File: src/rtl/core/lrg_pkg.sv
// Shared types and constants for the linear ramp generator.
// Configuration register indexes, reset values and controller/datapath links.
// No dependencies.
package lrg_pkg;

  // Configuration register widths
  localparam int LEN_W = 16;
  localparam int SPT_W = 9;
  localparam int CFG_W = 16;
  localparam int IDX_W = 1;

  // Register indexes
  localparam logic [IDX_W-1:0] REG_RAMP_SAMPLES = 1'd0;
  localparam logic [IDX_W-1:0] REG_TICK_SAMPLES = 1'd1;

  // Register reset values
  localparam logic [LEN_W-1:0] RAMP_SAMPLES_RST = 16'd4800;
  localparam logic [SPT_W-1:0] TICK_SAMPLES_RST = 9'd1;

  // Input op codes
  localparam logic OP_TICK     = 1'b0;
  localparam logic OP_SET_DEST = 1'b1;

  // Controller to datapath commands
  typedef struct packed {
    logic take_tick;  // apply one tick step on this transfer
    logic take_set;   // latch destination, form difference
    logic mul;        // scale magnitude by samples per tick, load divider
    logic div_step;   // one restoring division step
    logic fin;        // saturate quotient, write new step
    logic out_load;   // load the output register
  } lrg_cmd_t;

  // Datapath to controller status
  typedef struct packed {
    logic div_last;   // current division step is the final one
  } lrg_status_t;

endpackage

File: src/rtl/core/lrg_if.sv
// Stream interfaces for the linear ramp generator input and result channels.
// Valid/ready handshake with payload; no package dependency.
interface lrg_in_if #(
  parameter int VALUE_BITS = 24
) ();
  logic                         valid;
  logic                         ready;
  logic                         op;
  logic signed [VALUE_BITS-1:0] target;

  modport source (output valid, output op, output target, input ready);
  modport sink   (input valid, input op, input target, output ready);
endinterface

interface lrg_out_if #(
  parameter int VALUE_BITS = 24
) ();
  logic                         valid;
  logic                         ready;
  logic signed [VALUE_BITS-1:0] value;
  logic                         moving;

  modport source (output valid, output value, output moving, input ready);
  modport sink   (input valid, input value, input moving, output ready);
endinterface

File: src/rtl/core/lrg_ctrl.sv
// Sequencing state machine for the linear ramp generator.
// Depends on lrg_pkg for command and status structs.
module lrg_ctrl
  import lrg_pkg::*;
(
  input  logic        clk,
  input  logic        rst,
  input  logic        in_valid,
  input  logic        in_op,
  output logic        in_ready,
  output logic        out_valid,
  input  logic        out_ready,
  output lrg_cmd_t    cmd,
  input  lrg_status_t status
);

  typedef enum logic [4:0] {
    S_IDLE = 5'b00001,
    S_MUL  = 5'b00010,
    S_DIV  = 5'b00100,
    S_FIN  = 5'b01000,
    S_HOLD = 5'b10000
  } state_t;

  state_t state, state_next;

  // Decode state into commands
  always_comb begin
    state_next = state;
    cmd        = '0;
    in_ready   = 1'b0;
    case (state)
      S_IDLE: begin
        in_ready = 1'b1;
        if (in_valid) begin
          if (in_op == OP_SET_DEST) begin
            cmd.take_set = 1'b1;
            state_next   = S_MUL;
          end else begin
            cmd.take_tick = 1'b1;
            state_next    = S_HOLD;
          end
        end
      end
      S_MUL: begin
        cmd.mul    = 1'b1;
        state_next = S_DIV;
      end
      S_DIV: begin
        cmd.div_step = 1'b1;
        if (status.div_last) begin
          state_next = S_FIN;
        end
      end
      S_FIN: begin
        cmd.fin    = 1'b1;
        state_next = S_HOLD;
      end
      S_HOLD: begin
        // Wait for a free output slot
        if (!out_valid || out_ready) begin
          cmd.out_load = 1'b1;
          state_next   = S_IDLE;
        end
      end
      default: begin
        state_next = S_IDLE;
      end
    endcase
  end

  // Advance state
  always_ff @(posedge clk) begin
    if (rst) begin
      state <= S_IDLE;
    end else begin
      state <= state_next;
    end
  end

  // Hold output valid until the result transfer
  always_ff @(posedge clk) begin
    if (rst) begin
      out_valid <= 1'b0;
    end else if (cmd.out_load) begin
      out_valid <= 1'b1;
    end else if (out_ready) begin
      out_valid <= 1'b0;
    end
  end

`ifndef SYNTH
  a_no_overwrite: assert property (@(posedge clk) disable iff (rst)
    !(cmd.out_load && out_valid && !out_ready))
    else $error("output register overwritten while full");

  a_set_to_mul: assert property (@(posedge clk) disable iff (rst)
    (in_valid && in_ready && (in_op == OP_SET_DEST)) |=> (state == S_MUL))
    else $error("set destination did not start the multiply");

  a_div_runs: assert property (@(posedge clk) disable iff (rst)
    (state == S_DIV && !status.div_last) |=> (state == S_DIV))
    else $error("division left early");
`endif

endmodule

File: src/rtl/core/lrg_datapath.sv
// Datapath of the linear ramp generator: config registers, accumulator,
// step multiply, restoring divider and output register. Uses lrg_pkg.
module lrg_datapath
  import lrg_pkg::*;
#(
  parameter int VALUE_BITS      = 24,
  parameter int EXTRA_FRAC_BITS = 16
) (
  input  logic                         clk,
  input  logic                         rst,
  input  lrg_cmd_t                     cmd,
  output lrg_status_t                  status,
  input  logic                         wr_en,
  input  logic [IDX_W-1:0]             wr_index,
  input  logic [CFG_W-1:0]             wr_data,
  input  logic signed [VALUE_BITS-1:0] target,
  output logic signed [VALUE_BITS-1:0] value,
  output logic                         moving
);

  localparam int ACC_W  = VALUE_BITS + EXTRA_FRAC_BITS;
  localparam int PROD_W = ACC_W + SPT_W;
  localparam int CNT_W  = $clog2(PROD_W);
  localparam logic [CNT_W-1:0] CNT_LAST = CNT_W'(PROD_W - 1);
  localparam logic [ACC_W-1:0] ACC_MAX  = {1'b0, {(ACC_W-1){1'b1}}};
  localparam logic [ACC_W-1:0] ACC_MIN  = {1'b1, {(ACC_W-1){1'b0}}};

  logic [LEN_W-1:0]             ramp_samples;
  logic [SPT_W-1:0]             tick_samples;
  logic signed [ACC_W-1:0]      current;
  logic signed [ACC_W-1:0]      step;
  logic signed [VALUE_BITS-1:0] destination;
  logic [ACC_W-1:0]             mag;
  logic                         neg;
  logic [PROD_W-1:0]            dvd;
  logic [LEN_W-1:0]             rem;
  logic [CNT_W-1:0]             cnt;

  logic [LEN_W-1:0]        len_eff;
  logic signed [ACC_W-1:0] target_acc;
  logic signed [ACC_W-1:0] dest_acc;
  logic [ACC_W:0]          diff;
  logic [ACC_W:0]          diff_abs;
  logic [ACC_W:0]          sum;
  logic signed [ACC_W-1:0] current_next;
  logic                    reached;
  logic [PROD_W-1:0]       prod;
  logic [LEN_W:0]          trial;
  logic [LEN_W:0]          trial_sub;
  logic                    trial_ge;
  logic [ACC_W-1:0]        limit;
  logic                    q_big;
  logic [ACC_W-1:0]        q_sat;

  // Zero length counts as one sample
  assign len_eff = (ramp_samples == '0) ? LEN_W'(1) : ramp_samples;

  assign target_acc = {target, {EXTRA_FRAC_BITS{1'b0}}};
  assign dest_acc   = {destination, {EXTRA_FRAC_BITS{1'b0}}};

  // Signed difference to the new destination and its magnitude
  assign diff     = {target_acc[ACC_W-1], target_acc} - {current[ACC_W-1], current};
  assign diff_abs = diff[ACC_W] ? (~diff + 1'b1) : diff;

  // Tick sum with saturation, then arrival check in direction of travel
  assign sum = {current[ACC_W-1], current} + {step[ACC_W-1], step};
  always_comb begin
    if (sum[ACC_W] != sum[ACC_W-1]) begin
      current_next = sum[ACC_W] ? ACC_MIN : ACC_MAX;
    end else begin
      current_next = sum[ACC_W-1:0];
    end
  end
  assign reached = (!step[ACC_W-1] && (step != '0) && (current_next >= dest_acc)) ||
                   (step[ACC_W-1] && (current_next <= dest_acc));

  // Magnitude times samples per tick
  assign prod = {{SPT_W{1'b0}}, mag} * {{ACC_W{1'b0}}, tick_samples};

  // One restoring division step
  assign trial     = {rem, dvd[PROD_W-1]};
  assign trial_sub = trial - {1'b0, len_eff};
  assign trial_ge  = (trial >= {1'b0, len_eff});

  // Quotient limit depends on direction
  assign limit = neg ? ACC_MIN : ACC_MAX;
  assign q_big = (dvd[PROD_W-1:ACC_W] != '0) || (dvd[ACC_W-1:0] > limit);
  assign q_sat = q_big ? limit : dvd[ACC_W-1:0];

  assign status.div_last = (cnt == CNT_LAST);

  // Configuration registers
  always_ff @(posedge clk) begin
    if (rst) begin
      ramp_samples <= RAMP_SAMPLES_RST;
      tick_samples <= TICK_SAMPLES_RST;
    end else if (wr_en) begin
      case (wr_index)
        REG_RAMP_SAMPLES: ramp_samples <= wr_data[LEN_W-1:0];
        REG_TICK_SAMPLES: tick_samples <= wr_data[SPT_W-1:0];
        default: ;
      endcase
    end
  end

  // Ramp state
  always_ff @(posedge clk) begin
    if (rst) begin
      current     <= '0;
      step        <= '0;
      destination <= '0;
    end else begin
      if (cmd.take_tick) begin
        current <= current_next;
        if (reached) begin
          step <= '0;
        end
      end
      if (cmd.take_set) begin
        destination <= target;
      end
      if (cmd.fin) begin
        step <= neg ? (~q_sat + 1'b1) : q_sat;
      end
    end
  end

  // Step computation: difference, multiply, divide
  always_ff @(posedge clk) begin
    if (cmd.take_set) begin
      mag <= diff_abs[ACC_W-1:0];
      neg <= diff[ACC_W];
    end
    if (cmd.mul) begin
      dvd <= prod;
      rem <= '0;
      cnt <= '0;
    end else if (cmd.div_step) begin
      dvd <= {dvd[PROD_W-2:0], trial_ge};
      rem <= trial_ge ? trial_sub[LEN_W-1:0] : trial[LEN_W-1:0];
      cnt <= cnt + 1'b1;
    end
  end

  // Output register: top bits of the accumulator
  always_ff @(posedge clk) begin
    if (cmd.out_load) begin
      value  <= current[ACC_W-1:EXTRA_FRAC_BITS];
      moving <= (step != '0);
    end
  end

`ifndef SYNTH
  a_rem_bound: assert property (@(posedge clk) disable iff (rst)
    cmd.div_step |-> (rem < len_eff))
    else $error("divider remainder out of range");

  a_step_sign: assert property (@(posedge clk) disable iff (rst)
    cmd.fin |=> ((step == '0) || (step[ACC_W-1] == neg)))
    else $error("step sign does not match direction");

  a_idle_tick: assert property (@(posedge clk) disable iff (rst)
    (cmd.take_tick && (step == '0)) |=> $stable(current))
    else $error("value moved with a zero step");
`endif

endmodule

File: src/rtl/core/linear_ramp_generator_unit.sv
// Top level of the linear ramp generator: controller plus datapath.
// Depends on lrg_pkg, lrg_if, lrg_ctrl and lrg_datapath.
//
//   channel   dir  handshake          payload
//   in_ch     in   valid/ready        op, target
//   out_ch    out  valid/ready        value, moving
//   config    in   wr_en (no wait)    wr_index, wr_data
//
// A tick updates the value, then loads the output before ready returns.
// A set destination runs multiply, divide and finish, then loads the output,
// with the one-bit-per-cycle restoring divider over the scaled magnitude.
// Synchronous active-high reset clears state and loads register defaults.
// A result waiting in the output register does not block the next input
// transfer; the block stalls in its output stage only if a second result is due.
module linear_ramp_generator_unit
  import lrg_pkg::*;
#(
  parameter int VALUE_BITS      = 24,
  parameter int EXTRA_FRAC_BITS = 16
) (
  input  logic             clk,
  input  logic             rst,
  lrg_in_if.sink           in_ch,
  lrg_out_if.source        out_ch,
  input  logic             wr_en,
  input  logic [IDX_W-1:0] wr_index,
  input  logic [CFG_W-1:0] wr_data
);

  lrg_cmd_t    cmd;
  lrg_status_t status;

  // Sequencer
  lrg_ctrl u_ctrl (
    .clk       (clk),
    .rst       (rst),
    .in_valid  (in_ch.valid),
    .in_op     (in_ch.op),
    .in_ready  (in_ch.ready),
    .out_valid (out_ch.valid),
    .out_ready (out_ch.ready),
    .cmd       (cmd),
    .status    (status)
  );

  // Arithmetic and state
  lrg_datapath #(
    .VALUE_BITS      (VALUE_BITS),
    .EXTRA_FRAC_BITS (EXTRA_FRAC_BITS)
  ) u_datapath (
    .clk      (clk),
    .rst      (rst),
    .cmd      (cmd),
    .status   (status),
    .wr_en    (wr_en),
    .wr_index (wr_index),
    .wr_data  (wr_data),
    .target   (in_ch.target),
    .value    (out_ch.value),
    .moving   (out_ch.moving)
  );

endmodule

File: src/flat_wrapper.sv
// flat-port wrapper written by rule: the top's interface ports become plain ports
module linear_ramp_generator_unit_flat import lrg_pkg::*;
#(
  parameter int VALUE_BITS      = 24,
  parameter int EXTRA_FRAC_BITS = 16
)
  (clk, rst, wr_en, wr_index, wr_data, in_ch_valid, in_ch_op, in_ch_target, in_ch_ready, out_ch_valid, out_ch_value, out_ch_moving, out_ch_ready);
  lrg_in_if #(.VALUE_BITS(VALUE_BITS)) in_ch_i ();
  lrg_out_if #(.VALUE_BITS(VALUE_BITS)) out_ch_i ();
  input  logic clk;
  input  logic rst;
  input  logic wr_en;
  input  logic [IDX_W-1:0] wr_index;
  input  logic [CFG_W-1:0] wr_data;
  input wire logic [$bits(in_ch_i.valid)-1:0] in_ch_valid;
  input wire logic [$bits(in_ch_i.op)-1:0] in_ch_op;
  input wire logic [$bits(in_ch_i.target)-1:0] in_ch_target;
  output wire logic [$bits(in_ch_i.ready)-1:0] in_ch_ready;
  output wire logic [$bits(out_ch_i.valid)-1:0] out_ch_valid;
  output wire logic [$bits(out_ch_i.value)-1:0] out_ch_value;
  output wire logic [$bits(out_ch_i.moving)-1:0] out_ch_moving;
  input wire logic [$bits(out_ch_i.ready)-1:0] out_ch_ready;
  assign in_ch_i.valid = in_ch_valid;
  assign in_ch_i.op = in_ch_op;
  assign in_ch_i.target = in_ch_target;
  assign in_ch_ready = in_ch_i.ready;
  assign out_ch_valid = out_ch_i.valid;
  assign out_ch_value = out_ch_i.value;
  assign out_ch_moving = out_ch_i.moving;
  assign out_ch_i.ready = out_ch_ready;
  linear_ramp_generator_unit #(.VALUE_BITS(VALUE_BITS), .EXTRA_FRAC_BITS(EXTRA_FRAC_BITS)) u_core (.clk(clk), .rst(rst), .in_ch(in_ch_i), .out_ch(out_ch_i), .wr_en(wr_en), .wr_index(wr_index), .wr_data(wr_data));
endmodule
File: config.mk
export PLATFORM = sky130hd
export DESIGN_NAME = linear_ramp_generator_unit_flat
export DESIGN_NICKNAME = d
export VERILOG_FILES = /design/src/rtl/core/lrg_pkg.sv /design/src/rtl/core/lrg_if.sv /design/src/rtl/core/lrg_ctrl.sv /design/src/rtl/core/lrg_datapath.sv /design/src/rtl/core/linear_ramp_generator_unit.sv /design/src/flat_wrapper.sv
export SDC_FILE = /design/constraint.sdc
export NUM_CORES = 2
export LEC_CHECK = 0
export ABC_AREA = 1
export BUFFER_PORTS_ARGS = -buffer_cell sky130_fd_sc_hd__buf_2
export CORE_MARGIN = 5
export CORE_UTILIZATION = 49
export CTS_CLUSTER_SIZE = 12
export DETAILED_ROUTE_END_ITERATION = 8
export GPL_TIMING_DRIVEN = 0
export PLACE_DENSITY = 0.74
export SYNTH_ARGS = -nofsm -noshare
export SYNTH_HDL_FRONTEND = slang
export SYNTH_HIERARCHICAL = 1
export SYNTH_SLANG_ARGS = --single-unit
File: constraint.sdc
create_clock -name clk -period 7.6 [get_ports clk]
set_clock_uncertainty 0.05 [all_clocks]
set_input_delay 0.38 -clock clk [delete_from_list [all_inputs] [get_ports clk]]
set_output_delay 0.38 -clock clk [all_outputs]
set_load 0.005 [all_outputs]
==> metrics <==
HP Start=wr_data[6]; 1st-pass router iterations=5; drt total wl=98.6 mm; worst hold-check path type=in -> reg; # fillers=6137; maximum VDD drop=approximately 280 uV; Cells on Worst Hold Path=3; total chip power=a little under 9 mW; M1 wire length=just over 40 mm; status=complete, no violations; RSZ-0062 raised after global routing=false; dpl ws=between 1 and 1.5 ns; Layout Utilization=0.536; reg2reg setup slack=around 0.9 ns; Reg area=roughly 6600 um^2; mean post-synth cell area=approximately 7.2 um^2; maximum root-to-sink buffer count=3; Mapped Area=about 31000 um^2; total number of vias=a little under 30000; EDFF count, synth=115; First DRT Iteration DRCs=~2700; GRT Overall Usage=0.285; detailed placer's ending HPWL=roughly 80 mm; type of destination of the critical path=register; Final Net Count=approximately 5000; post-CTS sizing=0; Worst Tran Pin Value=between 1 and 1.5 ns; crit start category=register; Final Max Slew Viols=0; crit-path max FO=10; cell count after synthesis=about 4300; synth unique cells=61; area grow syn2layout=8.77%; postcts setup bufs=0; antenna violations before repair=2; sequential share of the synthesized area=0.213; Critical Path RT=a little under 8 ns; r2r startpoint=u_core/u_datapath/tick_samples[8]; Post-Place Cells=~5200; CTS buffer count=35; remaining antenna violation count after routing=0; Fin Setup TNS=0 ns; R2R cell count=24; setup violators final=0; area of the multi-input gates=~21000 um^2; Die Y=261 um; first-pass GRT wire length=155 mm; metal2 WL=roughly 45 mm; Clock Latency Late Sink=about 0.56 ns; Synth warnings=6; Hold WS=between 0.03 and 0.04 ns; ant diodes=0; share of synthesized flip-flops with an asynchronous set or reset=0; RR Endpoint=u_core/u_datapath/dvd[48]; final hold viol count=0; Cell Rows=between 90 and 100; drt drc=0; H-tree depth=2; number of global-route vias before repair=~28000; gp weighted congestion=approximately 1; die area=between 60000 and 70000 um^2; Non-Filler Instances=approximately 5300; LEAKAGE=~17 nW; WS Path Type=reg -> reg; Max Cap Viol=0; Root Buffer=clkbuf_16; top-level port count=74; drt wl/cell=~19 um; # hold bufs at CTS=0; Worst-path clk slew=~0.06 ns; Post-Layout Inst Area=approximately 34000 um^2; placed inst area=between 30000 and 40000 um^2; Core ar.=62900 um^2; WHS Endpoint=u_core/u_datapath/ramp_samples[6]; setup ws final=0.896 ns; pwr/cell area=257 nW/um^2; gr ovfl total=0; clk sinks=about 270; I/O Buffers=73; CTS tree=done; Critical Path AT=roughly 6.9 ns; Most used DFF post-synth=dfxtp_1; die width=261 um; vias per cell=roughly 5.6; max layer used=met5; initial core utilization=0.493; routed wl met3=7.49 mm; minimum clock period=between 6 and 7 ns; flop and latch count out of synthesis=approximately 270; layout cell share with drive strength beyond 1=0.0519; f_max=0.149 GHz; syn_nets=just under 5000; Tcrit/Tclk final=0.882; largest net degree at the start of global routing=44; Slew headroom=0.264
## logic make-up (layout without fill, tap and decap cells)
kind of cell,Yosys count,count (layout),synth area share
xor+xnor,131,131,0.0383
flops,272,272,0.213
buf+inv,904,1044,0.112
simple gates,1836,1836,0.254
fa+ha+maj,486,486,0.262
compound gates,681,681,0.122
## cells in the mapped netlist (9+ instances only)
cell type	instances	area [um^2]
o211ai_1	22	165
edfxtp_1	115	3450
nand2_1	1030	3870
buf_2	9	45.0
xor2_1	75	657
a211oi_1	15	113
nor4_1	26	163
nand3_1	275	1380
o21bai_1	14	105
o21ai_1	15	75.1
a31oi_1	28	175
a21oi_1	309	1550
clkbuf_1	149	559
dfxtp_1	157	3140
inv_1	716	2690
ha_1	217	2720
nand4_1	59	369
o21ai_0	219	1100
or2_2	16	100
a21o_1	11	82.6
nor2_1	331	1240
a221oi_1	16	140
fa_1	269	5390
nor2_2	9	56.3
nor3_1	34	170
xnor2_1	51	447
nand3b_1	10	75.1
## registers in the layout, summed over array words and instances (netlist names)
name	flops
u_core/u_datapath/tick_samples	9
u_core/u_ctrl/out_valid	1
u_core/u_datapath/moving	1
u_core/u_datapath/dvd	49
u_core/u_datapath/step	40
u_core/u_datapath/destination	24
u_core/u_ctrl/state	5
u_core/u_datapath/mag	40
u_core/u_datapath/ramp_samples	16
u_core/u_datapath/cnt	6
u_core/u_datapath/current	40
u_core/u_datapath/rem	16
u_core/u_datapath/value	24
u_core/u_datapath/neg	1
## layout by cell type (no fill, tap or decap), types with 16 or more instances in the layout
master,Yosys,layout
or2_2,16,16
edfxtp_1,115,115
nand2_1,1030,1030
a221oi_1,16,16
fa_1,269,269
nand4_1,59,59
dfxtp_1,157,157
clkbuf_1,149,152
buf_2,9,82
a21oi_1,309,309
nand3_1,275,275
o21ai_0,219,219
nor2_1,331,330
nor3_1,34,34
xnor2_1,51,51
o211ai_1,22,22
inv_1,716,715
ha_1,217,217
a31oi_1,28,28
clkbuf_16,0,36
nor4_1,26,26
xor2_1,75,75
## per-layer routing
metal  track usage  vias up
met3        0.0413      226
met4         0.110        4
li1              -    14100
met2         0.463     1240
met1         0.386    14100
met5             0        -
## worst max-delay path, stage by stage, from the launching register on
cell      delay (ns)
dfxtp_1         0.30
clkbuf_1        0.38
clkbuf_1        0.70
nand2_1         0.18
fa_1            0.55
fa_1            0.54
inv_1           0.06
fa_1            0.50
fa_1            0.55
ha_1            0.39
nand2_1         0.09
inv_1           0.04
a21oi_1         0.29
inv_1           0.11
nand2_1         0.07
nand2_1         0.18
a21oi_1         0.38
o21a_1          0.26
o21ai_0         0.18
nand3_1         0.11
nand3_1         0.11
nand3_1         0.09
inv_1           0.03
o21ai_0         0.16
o21ai_0         0.11
## how the worst max path moves through the flow
stage | start | end | depth (start not counted)
floorplan | u_core/u_datapath/tick_samples[8] | u_core/u_datapath/dvd[41] | 22
global placement | u_core/u_datapath/tick_samples[8] | u_core/u_datapath/dvd[48] | 24
detailed placement | u_core/u_datapath/tick_samples[8] | u_core/u_datapath/dvd[48] | 24
CTS | u_core/u_datapath/tick_samples[8] | u_core/u_datapath/dvd[48] | 24
global route | u_core/u_datapath/tick_samples[8] | u_core/u_datapath/dvd[48] | 24
finish | u_core/u_datapath/tick_samples[8] | u_core/u_datapath/dvd[48] | 24
## power by group
part / internal [mW] / leakage (nW) / switching (mW)
clock: 1.09 / 0.601 / 0.666
combinational: 1.70 / 13.9 / 3.38
sequential: 1.71 / 2.34 / 0.117
total: 4.50 / 16.9 / 4.16
## cell type report
| class | instances | area share |
|---|---|---|
| Tap cell | 846 | 0.0314 |
| Sequential cell | 272 | 0.196 |
| Clock buffer | 45 | 0.0292 |
| Timing Repair Buffer | 76 | 0.0127 |
| Multi-Input combinational cell | 3134 | 0.621 |
| Clock inverter | 19 | 0.00720 |
| Inverter | 729 | 0.0812 |
| Buffer | 175 | 0.0215 |
Power figures use the tool's default switching activity.
